===== src/hdl/dpfr_pkg.sv =====
// Shared types and constants for the duplicated payload frame receiver.
`timescale 1ns / 1ps
`default_nettype none

package dpfr_pkg;

	localparam int unsigned BYTE_W   = 8;
	localparam int unsigned COUNT_W  = 5;
	localparam int unsigned KIND_W   = 3;
	localparam int unsigned CFG_IDX_W = 2;

	localparam logic [BYTE_W-1:0] START_MARKER_RST = 8'hFE;
	localparam logic [BYTE_W-1:0] END_MARKER_RST   = 8'hEF;

	typedef enum logic [CFG_IDX_W-1:0] {
		REG_START_MARKER = 2'd0,
		REG_END_MARKER   = 2'd1
	} cfg_reg_t;

	typedef enum logic [KIND_W-1:0] {
		EV_STORED   = 3'd0,
		EV_START    = 3'd1,
		EV_LINE_ERR = 3'd2,
		EV_REJECT   = 3'd3,
		EV_PAYLOAD  = 3'd4
	} ev_kind_t;

	// Controller to datapath.
	typedef struct packed {
		logic     clear;      // drop all stored bytes, zero the write index
		logic     store;      // write the incoming byte, advance the index
		logic     walk_init;  // restart the pair walk
		logic     rd;         // read one pair, advance the walk
		logic     wi_zero;    // zero the write index only
		logic     ld;         // load the output register
		ev_kind_t kind;
		logic     use_mem;    // payload from the registered read
		logic     use_cnt;    // report the write index
		logic     last;
	} dpfr_cmd_t;

	// Datapath to controller.
	typedef struct packed {
		logic slot_free;
		logic in_err;
		logic in_start;
		logic in_end;
		logic bad;
		logic pair_last;
		logic rd_last;
	} dpfr_stat_t;

endpackage

`default_nettype wire


===== src/hdl/duplicated_payload_frame_receiver_unit.sv =====
// Top level of the duplicated payload frame receiver.
// A stored, start or line-error word is registered and shows its result in the cycle after acceptance.
// End marker: the controller walks the stored pairs through the two-port store read;
// a mismatch gives a reject word, a match gives HALF_LEN payload words, each read then loaded.
// Throughput: one word per cycle for plain bytes while the output slot is free; no input is taken during the walk.
// Reset: markers return to 0xFE / 0xEF and all store entries read as zero at once.
`timescale 1ns / 1ps
`default_nettype none

module duplicated_payload_frame_receiver_unit import dpfr_pkg::*; #(
	parameter int STORE_DEPTH = 32,
	parameter int HALF_LEN    = 15
) (
	input  wire logic                 clk,
	input  wire logic                 arst_n,
	input  wire logic                 in_valid,
	output logic                      in_ready,
	input  wire logic [BYTE_W-1:0]    rx_byte,
	input  wire logic                 line_error,
	output logic                      out_valid,
	input  wire logic                 out_ready,
	output logic [KIND_W-1:0]         event_kind,
	output logic [BYTE_W-1:0]         payload_byte,
	output logic [COUNT_W-1:0]        received_count,
	output logic                      last,
	input  wire logic                 cfg_valid,
	output logic                      cfg_ready,
	input  wire logic [CFG_IDX_W-1:0] cfg_index,
	input  wire logic [BYTE_W-1:0]    cfg_data
);

	dpfr_cmd_t  cmd;
	dpfr_stat_t stat;

	assign cfg_ready = 1'b1;

	dpfr_ctrl u_ctrl (
		.clk      (clk),
		.arst_n   (arst_n),
		.in_valid (in_valid),
		.in_ready (in_ready),
		.stat     (stat),
		.cmd      (cmd)
	);

	dpfr_datapath #(
		.STORE_DEPTH (STORE_DEPTH),
		.HALF_LEN    (HALF_LEN)
	) u_datapath (
		.clk            (clk),
		.arst_n         (arst_n),
		.cmd            (cmd),
		.stat           (stat),
		.rx_byte        (rx_byte),
		.line_error     (line_error),
		.cfg_valid      (cfg_valid),
		.cfg_index      (cfg_index),
		.cfg_data       (cfg_data),
		.out_valid      (out_valid),
		.out_ready      (out_ready),
		.event_kind     (event_kind),
		.payload_byte   (payload_byte),
		.received_count (received_count),
		.last           (last)
	);

	a_payload_only_on_payload: assert property (@(posedge clk) disable iff (!arst_n)
		out_valid && (event_kind != EV_PAYLOAD) |-> (payload_byte == '0))
		else $error("payload byte set on a non-payload word");

	a_count_only_at_end: assert property (@(posedge clk) disable iff (!arst_n)
		out_valid && (event_kind == EV_STORED || event_kind == EV_START ||
		event_kind == EV_LINE_ERR) |-> (received_count == '0))
		else $error("received count set on a word that does not close a frame");

	a_not_last_only_payload: assert property (@(posedge clk) disable iff (!arst_n)
		out_valid && !last |-> (event_kind == EV_PAYLOAD))
		else $error("non-final word that is not a payload byte");

	a_no_accept_while_busy: assert property (@(posedge clk) disable iff (!arst_n)
		cmd.rd |-> !in_ready)
		else $error("input accepted during the pair walk");

endmodule

`default_nettype wire


===== src/hdl/dpfr_datapath.sv =====
// Byte store, pair compare walk, marker registers and output register.
`timescale 1ns / 1ps
`default_nettype none

module dpfr_datapath import dpfr_pkg::*; #(
	parameter int STORE_DEPTH = 32,
	parameter int HALF_LEN    = 15
) (
	input  wire logic                 clk,
	input  wire logic                 arst_n,
	input  wire dpfr_cmd_t            cmd,
	output dpfr_stat_t                stat,
	input  wire logic [BYTE_W-1:0]    rx_byte,
	input  wire logic                 line_error,
	input  wire logic                 cfg_valid,
	input  wire logic [CFG_IDX_W-1:0] cfg_index,
	input  wire logic [BYTE_W-1:0]    cfg_data,
	output logic                      out_valid,
	input  wire logic                 out_ready,
	output logic [KIND_W-1:0]         event_kind,
	output logic [BYTE_W-1:0]         payload_byte,
	output logic [COUNT_W-1:0]        received_count,
	output logic                      last
);

	localparam int AW = $clog2(STORE_DEPTH);
	localparam int CW = (HALF_LEN > 1) ? $clog2(HALF_LEN) : 1;
	localparam int unsigned C_START = HALF_LEN % STORE_DEPTH;
	localparam logic [AW-1:0] C_START_A = AW'(C_START);
	localparam logic [AW-1:0] ADDR_TOP  = AW'(STORE_DEPTH - 1);
	localparam logic [CW-1:0] IDX_LAST  = CW'(HALF_LEN - 1);

	logic [BYTE_W-1:0]      start_marker_q;
	logic [BYTE_W-1:0]      end_marker_q;
	logic [BYTE_W-1:0]      mem [STORE_DEPTH];
	logic [STORE_DEPTH-1:0] vld_q;
	logic [AW-1:0]          wi_q;
	logic [AW-1:0]          a_q;
	logic [AW-1:0]          c_q;
	logic [CW-1:0]          idx_q;
	logic [BYTE_W-1:0]      rda_s1;
	logic [BYTE_W-1:0]      rdc_s1;
	logic                   va_s1;
	logic                   vc_s1;
	logic                   pend_s1;
	logic                   last_s1;
	logic                   bad_q;
	logic                   out_valid_q;
	ev_kind_t               kind_q;
	logic [BYTE_W-1:0]      byte_q;
	logic [COUNT_W-1:0]     cnt_q;
	logic                   last_q;
	logic [BYTE_W-1:0]      byte_a;
	logic [BYTE_W-1:0]      byte_c;
	logic [31:0]            wi_ext;
	logic [COUNT_W-1:0]     cnt5;

	// Entries never written since the last clear read as zero.
	assign byte_a = va_s1 ? rda_s1 : '0;
	assign byte_c = vc_s1 ? rdc_s1 : '0;
	assign wi_ext = 32'(wi_q);
	assign cnt5   = wi_ext[COUNT_W-1:0];

	assign stat.slot_free = !out_valid_q || out_ready;
	assign stat.in_err    = line_error;
	assign stat.in_start  = (rx_byte == start_marker_q);
	assign stat.in_end    = (rx_byte == end_marker_q);
	assign stat.bad       = bad_q;
	assign stat.pair_last = (idx_q == IDX_LAST);
	assign stat.rd_last   = last_s1;

	always_ff @(posedge clk or negedge arst_n) begin
		if (!arst_n) begin
			start_marker_q <= START_MARKER_RST;
			end_marker_q   <= END_MARKER_RST;
		end else if (cfg_valid) begin
			case (cfg_index)
				REG_START_MARKER: start_marker_q <= cfg_data;
				REG_END_MARKER:   end_marker_q   <= cfg_data;
				default: ;
			endcase
		end
	end

	always_ff @(posedge clk) begin
		if (cmd.store) begin
			mem[wi_q] <= rx_byte;
		end
		if (cmd.rd) begin
			rda_s1 <= mem[a_q];
			rdc_s1 <= mem[c_q];
		end
	end

	always_ff @(posedge clk or negedge arst_n) begin
		if (!arst_n) begin
			vld_q   <= '0;
			wi_q    <= '0;
			a_q     <= '0;
			c_q     <= C_START_A;
			idx_q   <= '0;
			va_s1   <= 1'b0;
			vc_s1   <= 1'b0;
			pend_s1 <= 1'b0;
			last_s1 <= 1'b0;
			bad_q   <= 1'b0;
		end else begin
			if (cmd.clear) begin
				vld_q <= '0;
				wi_q  <= '0;
			end else if (cmd.wi_zero) begin
				wi_q <= '0;
			end else if (cmd.store) begin
				vld_q[wi_q] <= 1'b1;
				wi_q        <= (wi_q == ADDR_TOP) ? '0 : wi_q + AW'(1);
			end

			pend_s1 <= cmd.rd;
			if (cmd.walk_init) begin
				a_q   <= '0;
				c_q   <= C_START_A;
				idx_q <= '0;
			end else if (cmd.rd) begin
				a_q     <= (a_q == ADDR_TOP) ? '0 : a_q + AW'(1);
				c_q     <= (c_q == ADDR_TOP) ? '0 : c_q + AW'(1);
				idx_q   <= idx_q + CW'(1);
				va_s1   <= vld_q[a_q];
				vc_s1   <= vld_q[c_q];
				last_s1 <= (idx_q == IDX_LAST);
			end

			if (cmd.walk_init) begin
				bad_q <= 1'b0;
			end else if (pend_s1 && (byte_a != byte_c)) begin
				bad_q <= 1'b1;
			end
		end
	end

	always_ff @(posedge clk or negedge arst_n) begin
		if (!arst_n) begin
			out_valid_q <= 1'b0;
		end else if (cmd.ld) begin
			out_valid_q <= 1'b1;
		end else if (out_ready) begin
			out_valid_q <= 1'b0;
		end
	end

	always_ff @(posedge clk) begin
		if (cmd.ld) begin
			kind_q <= cmd.kind;
			byte_q <= cmd.use_mem ? byte_a : '0;
			cnt_q  <= cmd.use_cnt ? cnt5 : '0;
			last_q <= cmd.last;
		end
	end

	assign out_valid      = out_valid_q;
	assign event_kind     = kind_q;
	assign payload_byte   = byte_q;
	assign received_count = cnt_q;
	assign last           = last_q;

endmodule

`default_nettype wire


===== src/hdl/dpfr_ctrl.sv =====
// Controller state machine: input decode, pair check walk and payload emission.
`timescale 1ns / 1ps
`default_nettype none

module dpfr_ctrl import dpfr_pkg::*; (
	input  wire logic       clk,
	input  wire logic       arst_n,
	input  wire logic       in_valid,
	output logic            in_ready,
	input  wire dpfr_stat_t stat,
	output dpfr_cmd_t       cmd
);

	typedef enum logic [2:0] {
		ST_IDLE,
		ST_CHK,
		ST_CHK_END,
		ST_DECIDE,
		ST_EMIT_RD,
		ST_EMIT_LD
	} state_t;

	state_t state_q;
	state_t state_d;
	logic   accept;

	assign in_ready = (state_q == ST_IDLE) && stat.slot_free;
	assign accept   = in_valid && in_ready;

	always_comb begin
		cmd     = '0;
		cmd.kind = EV_STORED;
		state_d = state_q;
		case (state_q)
			ST_IDLE: begin
				if (accept) begin
					cmd.last = 1'b1;
					if (stat.in_err) begin
						cmd.clear = 1'b1;
						cmd.ld    = 1'b1;
						cmd.kind  = EV_LINE_ERR;
					end else if (stat.in_start) begin
						cmd.clear = 1'b1;
						cmd.ld    = 1'b1;
						cmd.kind  = EV_START;
					end else if (stat.in_end) begin
						cmd.walk_init = 1'b1;
						state_d       = ST_CHK;
					end else begin
						cmd.store = 1'b1;
						cmd.ld    = 1'b1;
						cmd.kind  = EV_STORED;
					end
				end
			end
			ST_CHK: begin
				cmd.rd = 1'b1;
				if (stat.pair_last) begin
					state_d = ST_CHK_END;
				end
			end
			// let the final pair compare land in the mismatch flag
			ST_CHK_END: state_d = ST_DECIDE;
			ST_DECIDE: begin
				if (stat.bad) begin
					if (stat.slot_free) begin
						cmd.clear   = 1'b1;
						cmd.ld      = 1'b1;
						cmd.kind    = EV_REJECT;
						cmd.use_cnt = 1'b1;
						cmd.last    = 1'b1;
						state_d     = ST_IDLE;
					end
				end else begin
					cmd.walk_init = 1'b1;
					state_d       = ST_EMIT_RD;
				end
			end
			ST_EMIT_RD: begin
				cmd.rd  = 1'b1;
				state_d = ST_EMIT_LD;
			end
			ST_EMIT_LD: begin
				if (stat.slot_free) begin
					cmd.ld      = 1'b1;
					cmd.kind    = EV_PAYLOAD;
					cmd.use_mem = 1'b1;
					cmd.use_cnt = 1'b1;
					cmd.last    = stat.rd_last;
					if (stat.rd_last) begin
						cmd.wi_zero = 1'b1;
						state_d     = ST_IDLE;
					end else begin
						state_d = ST_EMIT_RD;
					end
				end
			end
			default: state_d = ST_IDLE;
		endcase
	end

	always_ff @(posedge clk or negedge arst_n) begin
		if (!arst_n) begin
			state_q <= ST_IDLE;
		end else begin
			state_q <= state_d;
		end
	end

endmodule

`default_nettype wire

===== config.mk =====
export PLATFORM = sky130hd
export DESIGN_NAME = duplicated_payload_frame_receiver_unit
export DESIGN_NICKNAME = d
export VERILOG_FILES = /design/src/hdl/dpfr_pkg.sv /design/src/hdl/duplicated_payload_frame_receiver_unit.sv /design/src/hdl/dpfr_datapath.sv /design/src/hdl/dpfr_ctrl.sv
export SDC_FILE = /design/constraint.sdc
export NUM_CORES = 1
export LEC_CHECK = 0
export BUFFER_PORTS_ARGS = -buffer_cell sky130_fd_sc_hd__buf_2
export CORE_AREA = 2 2 174 176
export CTS_CLUSTER_DIAMETER = 200
export DETAILED_ROUTE_END_ITERATION = 8
export DIE_AREA = 0 0 176 178
export PLACE_DENSITY = 0.81
export SLEW_MARGIN = 0
export SYNTH_ARGS = -nofsm -noshare
export SYNTH_HDL_FRONTEND = slang
export SYNTH_SLANG_ARGS = --single-unit

===== constraint.sdc =====
create_clock -name clk -period 3.15 [get_ports clk]
set_clock_uncertainty 0.05 [all_clocks]
set_input_delay 0.63 -clock clk [delete_from_list [all_inputs] [get_ports clk]]
set_output_delay 0.63 -clock clk [all_outputs]
set_load 0.05 [all_outputs]

# Word-level counts from Yosys, hierarchy flattened
# Memories as Yosys holds them, arrays and structs flattened. A register that Yosys moved wholly into a read port is not among the register bits.
# Index checks and enable logic that the tools add are counted.
# W data, S select, Z words.
totals:
  register_bits: 93
  mem_bits_rw: 256
  in_bits: 24
  output_inout_bits: 20
  wordCells: 138
  mem_count: 1
memory_table:
  columns: ["memory", "depth", "word_bits", "read_ports", "rd_ports_with_merged_regs", "wr", "line", "rtl"]
  rows:
  - ["u_datapath.mem", 32, 8, 2, 2, 1, "dpfr_datapath.sv:35", "logic [BYTE_W-1:0] mem [STORE_DEPTH];"]
classes:
  n_addsub: 4
  magnitude_cmp: 4
  n_eq_ne: 21
  n_mux: 69
  bitwise_logic: 2
  n_reduce_logical: 19
ops:
  columns: ["cell", "count"]
  rows:
  - ["$mux W32", 3]
  - ["$mux W5", 10]
  - ["$mux W4", 8]
  - ["$or A32 B32 Y32", 1]
  - ["$mux W3", 10]
  - ["$mux W8", 3]
  - ["$mux W1", 22]
  - ["$lt A5 B6 Y1 const B", 3]
  - ["$pmux W3 S6", 1]
  - ["$eq A8 B8 Y1", 2]
  - ["$add A5 B1 Y5 const B", 3]
  - ["$eq A5 B5 Y1 const B", 3]
  - ["$pmux W4 S3", 1]
  - ["$bmux W1 S5", 2]
  - ["$mux W2", 4]
  - ["$ne A2 B2 Y1 const B", 4]
  - ["$ne A8 B8 Y1", 1]
  - ["$reduce_and A2 Y1", 4]
  - ["$reduce_bool A2 Y1", 4]
  - ["$reduce_and A7 Y1", 1]
  - ["$eq A3 B2 Y1 const B", 2]
  - ["$eq A3 B3 Y1 const B", 2]
  - ["$ne A2 B1 Y1 const B", 3]
  - ["$pmux W1 S2", 3]
  - ["16 further kinds", 19]

# Depth between registers and ports, before layout
# Gate-level depths: netlist (run 1).
depth:
  word_depth: 9
  ltp_mapped: 8
  ltp_nobuf: 7

# By module
# Synthesis (run 1) repeated with hierarchy kept, for this count alone.
unflattened:
  cells_unflattened: 981
  area_unflattened_um2: 17296.6
by_module_without_submodules:
  columns: ["mod", "instances", "cells_per_inst", "area_each_um2", "seq_area_each_um2"]
  rows:
  - ["dpfr_datapath", 1, 936, 16923.7, 10527.6]
  - ["dpfr_ctrl", 1, 43, 361.6, 75.1]
  - ["duplicated_payload_frame_receiver_unit", 1, 2, 11.3, 0.0]

# Worst setup path after synthesis (run 1)
# No wires, ideal clock.
synth_timing:
  kind: "input-to-reg"
  from: "input port out_ready"
  to: "memory u_datapath.mem[15][0], enable pin"
  setup_time_ns: 0.402
  t_arrival_ns: 2.532
  required_ns: 2.698
  path_slack_ns: 0.166
  path_stages: 5
  n_path_buf: 1
  path_cell_list: "nand2b_1 -> clkbuf_1 -> nand4b_1 -> a211oi_2 -> nor4b_1"
synth_via:
  elab_chain_len: 7
synth_rtl:
  columns: ["element", "line", "rtl"]
  rows:
  - ["start: declaration", "duplicated_payload_frame_receiver_unit.sv:21", "input wire logic out_ready,"]
  - ["$logic_or A1 B1 Y1", "dpfr_datapath.sv:64", "assign stat.slot_free = !out_valid_q || out_ready;"]
  - ["$logic_and A1 B1 Y1", "dpfr_ctrl.sv:27", "assign in_ready = (state_q == ST_IDLE) && stat.slot_free;"]
  - ["$logic_and A1 B1 Y1", "dpfr_ctrl.sv:28", "assign accept = in_valid && in_ready;"]
  - ["$mux W3", "dpfr_ctrl.sv:36", "if (accept) begin"]
  - ["$mux W1", "dpfr_ctrl.sv:34", "case (state_q)"]
  - ["$mux W1", "dpfr_datapath.sv:86", "if (cmd.store) begin"]
  - ["$mux W1 (not written as such)", "dpfr_datapath.sv:87", "mem[wi_q] <= rx_byte;"]
  - ["end: declaration", "dpfr_datapath.sv:35", null]
# Every way passes these cells.

# Final worst setup path (run 1)
layout_timing:
  from: "register u_datapath.start_marker_q[4]"
  to: "memory u_datapath.mem[6][7], enable pin"
layout_via:
  elab_chain_len: 7
layout_rtl:
  columns: ["element", "line", "rtl"]
  rows:
  - ["start: declaration", "dpfr_datapath.sv:33", "logic [BYTE_W-1:0] start_marker_q;"]
  - ["start signal: assignment", "dpfr_datapath.sv:78", "REG_START_MARKER: start_marker_q <= cfg_data;"]
  - ["$eq A8 B8 Y1", "dpfr_datapath.sv:66", "assign stat.in_start = (rx_byte == start_marker_q);"]
  - ["$mux W2", "dpfr_ctrl.sv:42", "end else if (stat.in_start) begin"]
  - ["$mux W2", "dpfr_ctrl.sv:38", "if (stat.in_err) begin"]
  - ["$mux W3", "dpfr_ctrl.sv:36", null]
  - ["$mux W1", "dpfr_ctrl.sv:34", null]
  - ["$mux W1", "dpfr_datapath.sv:86", null]
  - ["$mux W1 (not written as such)", "dpfr_datapath.sv:87", null]
# Every way passes these cells.

==> results of run 1 <==
[registers in the layout, indices dropped and copies added, names as in the netlist, 8 cells and up]
| name | flops |
|---|---|
| u_datapath.vld_q | 32 |
| u_datapath.start_marker_q | 8 |
| u_datapath.payload_byte | 8 |
| u_datapath.rda_s1 | 8 |
| u_datapath.rdc_s1 | 8 |
| u_datapath.end_marker_q | 8 |
| u_datapath.mem | 256 |
[power by group through the flow]
stage / Combinational (mW) / Sequential, mW / Clock, mW
3_3_place_gp: 6.23 / 6.64 / 0
2_1_floorplan: 4.62 / 6.33 / 0
4_1_cts: 6.43 / 6.60 / 4.40
6_report: 6.45 / 6.62 / 4.38
5_1_grt: 6.77 / 6.67 / 4.57
3_5_place_dp: 6.36 / 6.68 / 0
[worst max-delay path: stages, from the launching register on]
cell      delay, ps
dfstp_2         550
xor2_1          330
nor4_2          170
a211oi_4        310
nand3_1         230
nor2b_1         850
[layout by cell type, fill, tap and decap left out, types with 11 or more instances in the layout]
cell and instances:
inv_1 12, mux4_2 175, a41oi_1 25, buf_2 41
xor2_1 19, edfxtp_1 289, buf_12 11, dfrtp_1 56
buf_4 56, clkbuf_16 39, and3_1 32, ha_1 11
dfstp_2 16, nor3_1 12, o21ai_0 20, nand2_1 19
nor2_1 42, mux2_2 35
[how the worst max path moves through the flow]
| stage | startpoint | to | cells after the start |
|---|---|---|---|
| 2_1_floorplan | out_ready | u_datapath.mem[15][0] | 5 |
| 6_report | u_datapath.start_marker_q[4] | u_datapath.mem[6][7] | 5 |
| 4_1_cts | u_datapath.c_q[0] | u_datapath.rdc_s1[2] | 4 |
| 5_1_grt | u_datapath.start_marker_q[6] | u_datapath.mem[6][7] | 6 |
| 3_5_place_dp | rx_byte[5] | u_datapath.payload_byte[0] | 7 |
| 3_3_place_gp | rx_byte[5] | u_datapath.payload_byte[0] | 7 |
[routing by layer]
metal  vias to the layer above  GRT usage  share of wire
li1                       4190          -              -
met5                         -          0        0.00029
met2                       729      0.481           0.49
met3                       109     0.0782           0.11
met4                         2      0.121          0.039
met1                      5365      0.397           0.36
[through the flow]
step | power (mW) | area [um2]
final | 17.4 | 19600
after global routing | 18.0 | 19600
after CTS | 17.4 | 19600
after detailed placement | 13.0 | 18400
after global placement | 12.9 | 18400
after floorplan | 10.9 | 17400
[area by class of cell]
cell class / count / area, um2 / area share
Tap cell: 390 / 488 / 0.0249
Clock inverter: 16 / 163 / 0.00829
Inverter: 13 / 48.8 / 0.00249
Timing Repair Buffer: 108 / 846 / 0.0431
Clock buffer: 49 / 1030 / 0.0527
Multi-Input combinational cell: 512 / 6410 / 0.327
Sequential cell: 365 / 10600 / 0.541
[logic make-up (layout without fill, tap and decap cells)]
logic type,Yosys count,in the layout,synth area share
compound gates,109,109,0.0477
fa+ha+maj,11,11,0.00791
other cells,1,1,0.000215
buf+inv,89,186,0.0240
mux,216,216,0.252
flops,365,365,0.609
xor+xnor,23,23,0.0116
simple gates,152,152,0.0471
==> results by group, run 1 <==
Status
  – Status: complete, no violations

Global route
  – Vias in the first global route: 10600
  – First-pass GRT wire length: 67400 um
  – Grt ovf: 0
  – GRT Total Usage: 0.299
  – Antenna violations before repair: 3
  – Largest net degree at the start of global routing: 56

Clock tree
  – Clk sinks: 365
  – CTS clk-pin slew, worst paths: 60 ps
  – CTS tree: done
  – Post-CTS Setup Inserts: 0
  – CTS Hold Bufs: 0
  – Root Buffer Master: clkbuf_16
  – Post-CTS Resized: 0
  – Number of H-tree levels: 2
  – TritonCTS buffer count: 38
  – Clk_lat worst skew: 530 ps
  – Longest Clk Path Bufs: 3

Setup path
  – Worst EP arrival: 2960 ps
  – R2r startpoint: u_datapath.start_marker_q[4]
  – Critical Path Fanout Max: 8
  – Path depth of the worst reg2reg path: 5
  – Critical Path Start Type: register
  – Reg-to-reg endpoint: u_datapath.mem[6][7]
  – Worst reg2reg setup slack: 280 ps
  – Critical path class: register to register
  – CP endpoint kind: register
  – Critical Path RT: 3240 ps

Timing
  – Relative slew slack: 0.305
  – Max Fclk: 348 MHz
  – Slew Viols, Final: 0
  – Final setup viols: 0
  – Fin crit period: 2870 ps
  – Sum Neg Setup Slack: 0 ps
  – Hold Slack: 119 ps
  – Period utilization: 0.911
  – Setup WS post-layout: 280 ps
  – Final Hold Viols: 0
  – RSZ-0062 raised after global routing: no
  – Worst slew pin tran: 1040 ps

Power and ir drop
  – Comb pwr share: 0.370
  – Switching Share: 0.334
  – Flop pwr share: 0.379
  – Internal: 11.6 mW
  – Leak: 6.87 nW
  – Clock power share: 0.251
  – Worst vdd ir: 0.521 mV
  – Sw Pwr: 5.82 mW
  – Pwr per Cell Area: 889 nW/um2

Synth
  – Ys flop type: edfxtp_1
  – Mapped Area: 17400 um2
  – Synth unique cells: 63
  – Top-area cell type share of the netlist area: 0.498
  – Area leader, netlist: edfxtp_1
  – Mapped Cells: 966
  – Synth top area cells: edfxtp_1, mux4_2, dfrtp_1
  – Number of synthesized flops with an enable pin: 289
  – Net count after synthesis: 1001
  – Ys async rst share: 0.208
  – Count leader, synth: edfxtp_1
  – Avg Cell Area, Syn: 18.0 um2
  – Post-synthesis sequential area ratio: 0.609
  – Ys Warns: 0
  – Synth Register Bits: 365
  – Post-synth top cells: edfxtp_1, mux4_2, dfrtp_1, clkbuf_1, nor2_1

Detailed routing
  – Vias: 10400
  – 1st-pass router iterations: 5
  – Routed vias/inst: 7.15
  – Drt total wl: 45100 um
  – Post-DRT Antenna Nets: 0
  – 1st-iter DRT viols: 1428
  – Drt drc: 0
  – WL/cell: 31.0 um

Floorplan
  – Top-Level Pins: 44
  – Core area: 29400 um2
  – # rows: 63
  – Die area: 31300 um2
  – Die width: 176 um
  – Die H: 178 um
  – Initial core utilization: 0.592

Final layout
  – Final Non-Filler Cells: 1453
  – Fin nets: 1073
  – Final Util: 0.667
  – Antenna cells: 0
  – Share of cells above drive strength 1: 0.379
  – Area delta synth->final: 12.6%
  – Fill cells: 1894

Hold path
  – Hold Crit Class: primary input to async pin

Place
  – Inst Count DP: 1388
  – Port Buffer Count: 42
  – Post-place setup slack: 50.5 ps
  – RePlAce Congestion: 0.894
  – DP HPWL: 29600 um

Job
  – Max Cap Viol: 0
Note: power is estimated with default switching activity, not from simulation.
==> run 2, diff against run 1 <==
- CORE_AREA: 2 2 174 176 -> 2 2 223 225
- DIE_AREA: 0 0 176 178 -> 0 0 225 227
- MAX_ROUTING_LAYER: unset -> met4
- PLACE_DENSITY: 0.81 -> 0.56
==> run 2 against run 1 <==
- fmax fell by 1.5%
- global-route usage down 9.1 points
- register-to-register slack worse by 40 ps
- die area up 63%
- highest routed layer is now met4
- via count is 2.5% lower
- critical path type unchanged
- sequential cell count unchanged
- sequential share of layout area shrank 1.4 points
==> results by group, run 2 (synthesis results as in run 1) <==
Status
  – Status: complete, no violations

Detailed routing
  – Post-DRT Antenna Nets: 0 (unchanged)
  – Drt drc: 0 (unchanged)
  – 1st-pass router iterations: 5 (unchanged)
  – 1st-iter DRT viols: 1094 (-23%)
  – Drt total wl: 50200 um (+11%)
  – WL/cell: 29.3 um (-5.7%)
  – Routed vias/inst: 5.91 (-17%)
  – Vias: 10100 (-2.5%)

Setup path
  – Worst reg2reg setup slack: 240 ps (-40 ps)
  – CP endpoint kind: register
  – Critical Path Start Type: register
  – R2r startpoint: u_datapath.start_marker_q[3]
  – CP delay by family, top: simple AND/OR/NAND/NOR gates
  – Crit path max-delay cell type: nor3_1
  – Critical path class: register to register
  – Worst path buffer plus inverter count: 3 (+3)
  – Worst EP arrival: 3010 ps (+50 ps)
  – CP cell instances: xor2_1 -> buf_4 -> nor4_2 -> buf_4 -> a211oi_4 -> nand3_1 -> buf_4 -> nor3_1
  – Critical Path RT: 3250 ps (about the same)
  – Critical Path Fanout Max: 8 (unchanged)
  – Path depth of the worst reg2reg path: 8 (+3)
  – Max incr delay on CP: 890 ps (+40 ps)
  – Most frequent CP cell: buf_4
  – Reg-to-reg endpoint: u_datapath.mem[14][4]

Floorplan
  – Core area: 48500 um2 (+65%)
  – # rows: 81 (+29%)
  – Die H: 227 um (+28%)
  – Die width: 225 um (+28%)
  – Die area: 51100 um2 (+63%)
  – Top-Level Pins: 44 (unchanged)
  – Initial core utilization: 0.359 (-0.233)

Place
  – RePlAce Congestion: 0.850 (-4.9%)
  – Post-place setup slack: -241 ps (-291 ps)
  – Port Buffer Count: 42 (unchanged)
  – Inst Count DP: 1640 (+18%)
  – DP HPWL: 35500 um (+20%)

Timing
  – Final Hold Viols: 0 (unchanged)
  – RSZ-0062 raised after global routing: no
  – Setup WS post-layout: 236 ps (-44.5 ps)
  – Period utilization: 0.925 (+0.0141)
  – Relative slew slack: 0.132 (-0.173)
  – Slew Viols, Final: 0 (unchanged)
  – Fin crit period: 2910 ps (+44.5 ps)
  – Worst slew pin tran: 1300 ps (+258 ps)
  – Final setup viols: 0 (unchanged)
  – Max Fclk: 343 MHz (-1.5%)

Clock tree
  – Root Buffer Master: clkbuf_16
  – Number of H-tree levels: 2 (unchanged)
  – Post-CTS Resized: 0 (unchanged)
  – TritonCTS buffer count: 40 (+5.3%)
  – Clk_lat worst skew: 540 ps (about the same)
  – CTS clk-pin slew, worst paths: 60 ps (about the same)
  – Clk sinks: 365 (unchanged)
  – CTS tree: done
  – Post-CTS Setup Inserts: 0 (unchanged)
  – CTS Hold Bufs: 0 (unchanged)
  – Longest Clk Path Bufs: 3 (unchanged)

Final layout
  – Top flop regs: u_datapath.mem: 256 flops, u_datapath.vld_q: 32 flops
  – Commonest cells after routing, fill and taps aside: edfxtp_1, mux4_2, buf_4
  – Largest register FFs: 256 (unchanged)
  – Share of cells above drive strength 1: 0.393 (+0.0139)
  – Most common cell after layout, fill and taps aside: edfxtp_1
  – Area delta synth->final: 15.7%
  – Most flops, register: u_datapath.mem
  – Final Non-Filler Cells: 1714 (+18%)
  – Fin nets: 1096 (+2.1%)

Global route
  – First-pass GRT wire length: 73400 um (+8.9%)
  – Vias in the first global route: 10100 (-4.8%)
  – Grt ovf: 0 (unchanged)
  – GRT Total Usage: 0.208 (-0.0912)
  – Antenna violations before repair: 4 (+1)
  – Largest net degree at the start of global routing: 41 (-27%)

Power and ir drop
  – Pwr per Cell Area: 891 nW/um2 (+0.18%)
  – Leak: 7.02 nW (+2.1%)
  – Worst vdd ir: 0.555 mV (+6.4%)

Hold path
  – Hold Crit Class: primary input to async pin

Job
  – Max Cap Viol: 0 (unchanged)
[run 2: report_power, final]
| part | leakage (nW) | internal [mW] | switching, mW |
|---|---|---|---|
| clock network | 0.624 | 2.70 | 1.88 |
| logic | 2.82 | 3.31 | 3.48 |
| registers | 3.57 | 5.82 | 0.745 |
[run 2: stage by stage]
stage / utilization / hold slack (ps) / instance area [um2] / power (mW) / setup TNS (ps)
after floorplan: - / 284 / 17400 / 10.9 / 0
after global placement: 0.388 / 445 / 18900 / 13.5 / -943
after detailed placement: 0.388 / 456 / 18900 / 13.5 / -3330
after CTS: 0.415 / 35.9 / 20100 / 18.1 / 0
after global routing: 0.415 / 62.9 / 20100 / 18.7 / 0
final: 0.415 / 31.6 / 20100 / 17.9 / 0
[run 2: how the worst max path moves through the flow]
stage	startpoint	endpoint	slack, ps	cells after the start
finish	u_datapath.start_marker_q[3]	u_datapath.mem[14][4]	240	8
floorplan	out_ready	u_datapath.mem[15][0]	170	5
global placement	rx_byte[1]	u_datapath.mem[23][1]	-70	7
CTS	u_datapath.start_marker_q[3]	u_datapath.mem[22][6]	20	8
detailed placement	rx_byte[1]	u_datapath.mem[22][7]	-240	8
global route	u_datapath.start_marker_q[3]	u_datapath.mem[23][2]	120	7
[run 2: final cells by class]
class	instances	area, um2
Sequential cell	365	10600
Clock buffer	52	1100
Timing Repair Buffer	129	1000
Fill cell	4298	28400
Multi-Input combinational cell	512	6410
Inverter	13	48.8
Antenna cell	3	7.51
Tap cell	622	778
Clock inverter	18	175
[run 2: worst register-to-register path: stages, from the launching register on]
cell	delay [ps]
dfstp_2	540
xor2_1	150
buf_4	150
nor4_2	50
buf_4	150
a211oi_4	210
nand3_1	130
buf_4	200
nor3_1	890
[run 2: layer usage]
layer,GRT usage,up-vias,routed length [um]
met1,0.293,5459,22000
met5,-,-,0
met4,0.0442,0,950
met3,0.0341,57,3290
met2,0.322,367,23900
li1,-,4252,-
==> run 3, diff against run 2 <==
==> constraint.sdc (replaced) <==
create_clock -name clk -period 3.15 [get_ports clk]
set_clock_uncertainty 0.05 [all_clocks]
set_input_delay 0.315 -clock clk [delete_from_list [all_inputs] [get_ports clk]]
set_output_delay 0.315 -clock clk [all_outputs]
set_load 0.05 [all_outputs]
==> run 3 against run 2 <==
- sequential power is 2% higher
- sequential share of layout area is 0.39 points lower
- hold slack worse by 14 ps
- combinational power is 7.5% lower
- count of clock-buffer cells in the layout is 7 lower
- fmax is 0.43% higher
- clock power is 2% higher
==> results by group, run 3 (synthesis results as in run 1) <==
Final layout
  – Most common cell after layout, fill and taps aside: edfxtp_1
  – Fin nets: 1110 (+1.3%)
  – Top flop regs: u_datapath.mem: 256 flops, u_datapath.vld_q: 32 flops
  – Area delta synth->final: 16.6%
  – Most flops, register: u_datapath.mem
  – Design Area, Final: 20300 um2 (+0.75%)
  – Share of cells above drive strength 1: 0.392 (-0.000616)
  – Final Util: 0.418 (+0.00312)
  – Largest register FFs: 256 (unchanged)
  – Final Non-Filler Cells: 1729 (+0.88%)
  – Commonest cells after routing, fill and taps aside: edfxtp_1, mux4_2, buf_4
  – Fill cells: 4285 (-0.30%)

Setup path
  – CP delay by family, top: simple AND/OR/NAND/NOR gates
  – Worst EP arrival: 3090 ps (+80 ps)
  – Critical Path RT: 3330 ps (+80 ps)
  – Max incr delay on CP: 490 ps (-400 ps)
  – CP endpoint kind: register
  – Worst path buffer plus inverter count: 2 (-1)
  – Critical Path Start Type: register
  – CP cell instances: nor2_1 -> nand4b_1 -> a211oi_4 -> buf_12 -> nand3_1 -> nor3_1 -> buf_4
  – Reg-to-reg endpoint: u_datapath.mem[22][7]
  – R2r startpoint: u_ctrl.state_q[0]
  – Critical Path Fanout Max: 20 (+12)
  – Crit path max-delay cell type: dfrtp_1
  – Critical path class: register to register
  – Worst setup startpoint: u_ctrl.state_q[0]
  – Path depth of the worst reg2reg path: 7 (-1)
  – Worst reg2reg setup slack: 250 ps (about the same)

Detailed routing
  – Drt drc: 0 (unchanged)
  – Vias: 9925 (-2.1%)
  – Drt total wl: 46900 um (-6.5%)
  – 1st-pass router iterations: 7 (+2)
  – 1st-iter DRT viols: 756 (-31%)
  – WL/cell: 27.1 um (-7.3%)
  – Post-DRT Antenna Nets: 0 (unchanged)
  – Routed vias/inst: 5.74 (-2.9%)

Place
  – RePlAce Congestion: 0.820 (-3.5%)
  – Inst Count DP: 1646 (+0.37%)
  – DP Area: 18900 um2 (+0.24%)
  – DP HPWL: 31600 um (-11%)
  – Post-place setup slack: 307 ps (+548 ps)
  – Port Buffer Count: 42 (unchanged)

Timing
  – Fin crit period: 2900 ps (-12.6 ps)
  – Setup WS post-layout: 248 ps (+12.6 ps)
  – Slew Viols, Final: 0 (unchanged)
  – Max Fclk: 345 MHz (+0.43%)
  – Period utilization: 0.921 (-0.00399)
  – Sum Neg Setup Slack: 0 ps (unchanged)
  – Worst slew pin tran: 720 ps (-579 ps)
  – RSZ-0062 raised after global routing: no
  – Final setup viols: 0 (unchanged)
  – Final Hold Viols: 0 (unchanged)
  – Hold Slack: 18.0 ps (-13.6 ps)
  – Relative slew slack: 0.516 (+0.384)

Floorplan
  – Core area: 48500 um2 (unchanged)
  – Die H: 227 um (unchanged)
  – Initial core utilization: 0.359 (unchanged)
  – # rows: 81 (unchanged)
  – Top-Level Pins: 44 (unchanged)
  – Die area: 51100 um2 (unchanged)
  – Die width: 225 um (unchanged)

Clock tree
  – TritonCTS buffer count: 40 (unchanged)
  – Longest Clk Path Bufs: 3 (unchanged)
  – Post-CTS Resized: 0 (unchanged)
  – CTS clk-pin slew, worst paths: 60 ps (about the same)
  – Clk sinks: 365 (unchanged)
  – Post-CTS Setup Inserts: 0 (unchanged)
  – Root Buffer Master: clkbuf_16
  – CTS tree: done
  – Number of H-tree levels: 2 (unchanged)
  – Clk_lat worst skew: 560 ps (+20 ps)
  – CTS Hold Bufs: 9 (+9)

Power and ir drop
  – Leak: 7.12 nW (+1.4%)
  – Total power: 17.6 mW (-1.9%)
  – Pwr per Cell Area: 868 nW/um2 (-2.6%)
  – Worst vdd ir: 0.352 mV (-37%)

Global route
  – GR peak layer: met2
  – Grt ovf: 0 (unchanged)
  – GRT Total Usage: 0.193 (-0.0151)
  – GR Util met3: 0.0293 (-0.00478)
  – Routing usage on met2: 0.323 (+0.000896)
  – Vias in the first global route: 10100 (+0.40%)
  – GR met1 Demand/Resource: 0.248 (-0.0440)
  – First-pass GRT wire length: 69300 um (-5.5%)
  – Largest net degree at the start of global routing: 40 (-2.4%)
  – Antenna violations before repair: 1 (-3)

Hold path
  – Hold Crit Class: primary input to register
  – Hold path cells: 3
  – Hold Path Origin: out_ready
  – Hold Crit Endpoint: u_datapath.out_valid

Job
  – Max Cap Viol: 0 (unchanged)

Status
  – Status: complete, no violations
[run 3: power by group]
part / switching (mW) / internal [mW]
Clock: 1.95 / 2.71
Sequential: 0.849 / 5.82
Combinational: 2.99 / 3.29
Total: 5.79 / 11.8
[run 3: layer usage]
| metal | up-vias | wire length [um] |
|---|---|---|
| li1 | 4268 | - |
| met1 | 5304 | 20100 |
| met2 | 281 | 23600 |
| met3 | 72 | 2320 |
| met4 | 0 | 956 |
| met5 | - | 0 |
[run 3: worst max path at each step]
stage,to,depth (start not counted)
after floorplan,u_datapath.mem[15][0],5
after global placement,u_datapath.mem[5][1],7
after detailed placement,u_datapath.mem[22][1],7
after CTS,u_datapath.mem[22][4],7
after global routing,u_datapath.mem[30][4],7
final,u_datapath.mem[22][7],7
[run 3: final cells by class]
class	instances	area [um2]	share of cell area
Tap cell	622	778	0.0384
Clock inverter	28	259	0.0128
Clock buffer	45	1040	0.0512
Sequential cell	365	10600	0.523
Timing Repair Buffer	143	1130	0.0557
Inverter	13	48.8	0.00240
Multi-Input combinational cell	512	6410	0.316
Antenna cell	1	2.50	0.000123
[run 3: worst min-delay path: cells and delay by family]
family | cells | cell delay [ps]
buffers and inverters | 2 | 160
AOI/OAI and AO/OA | 1 | 110
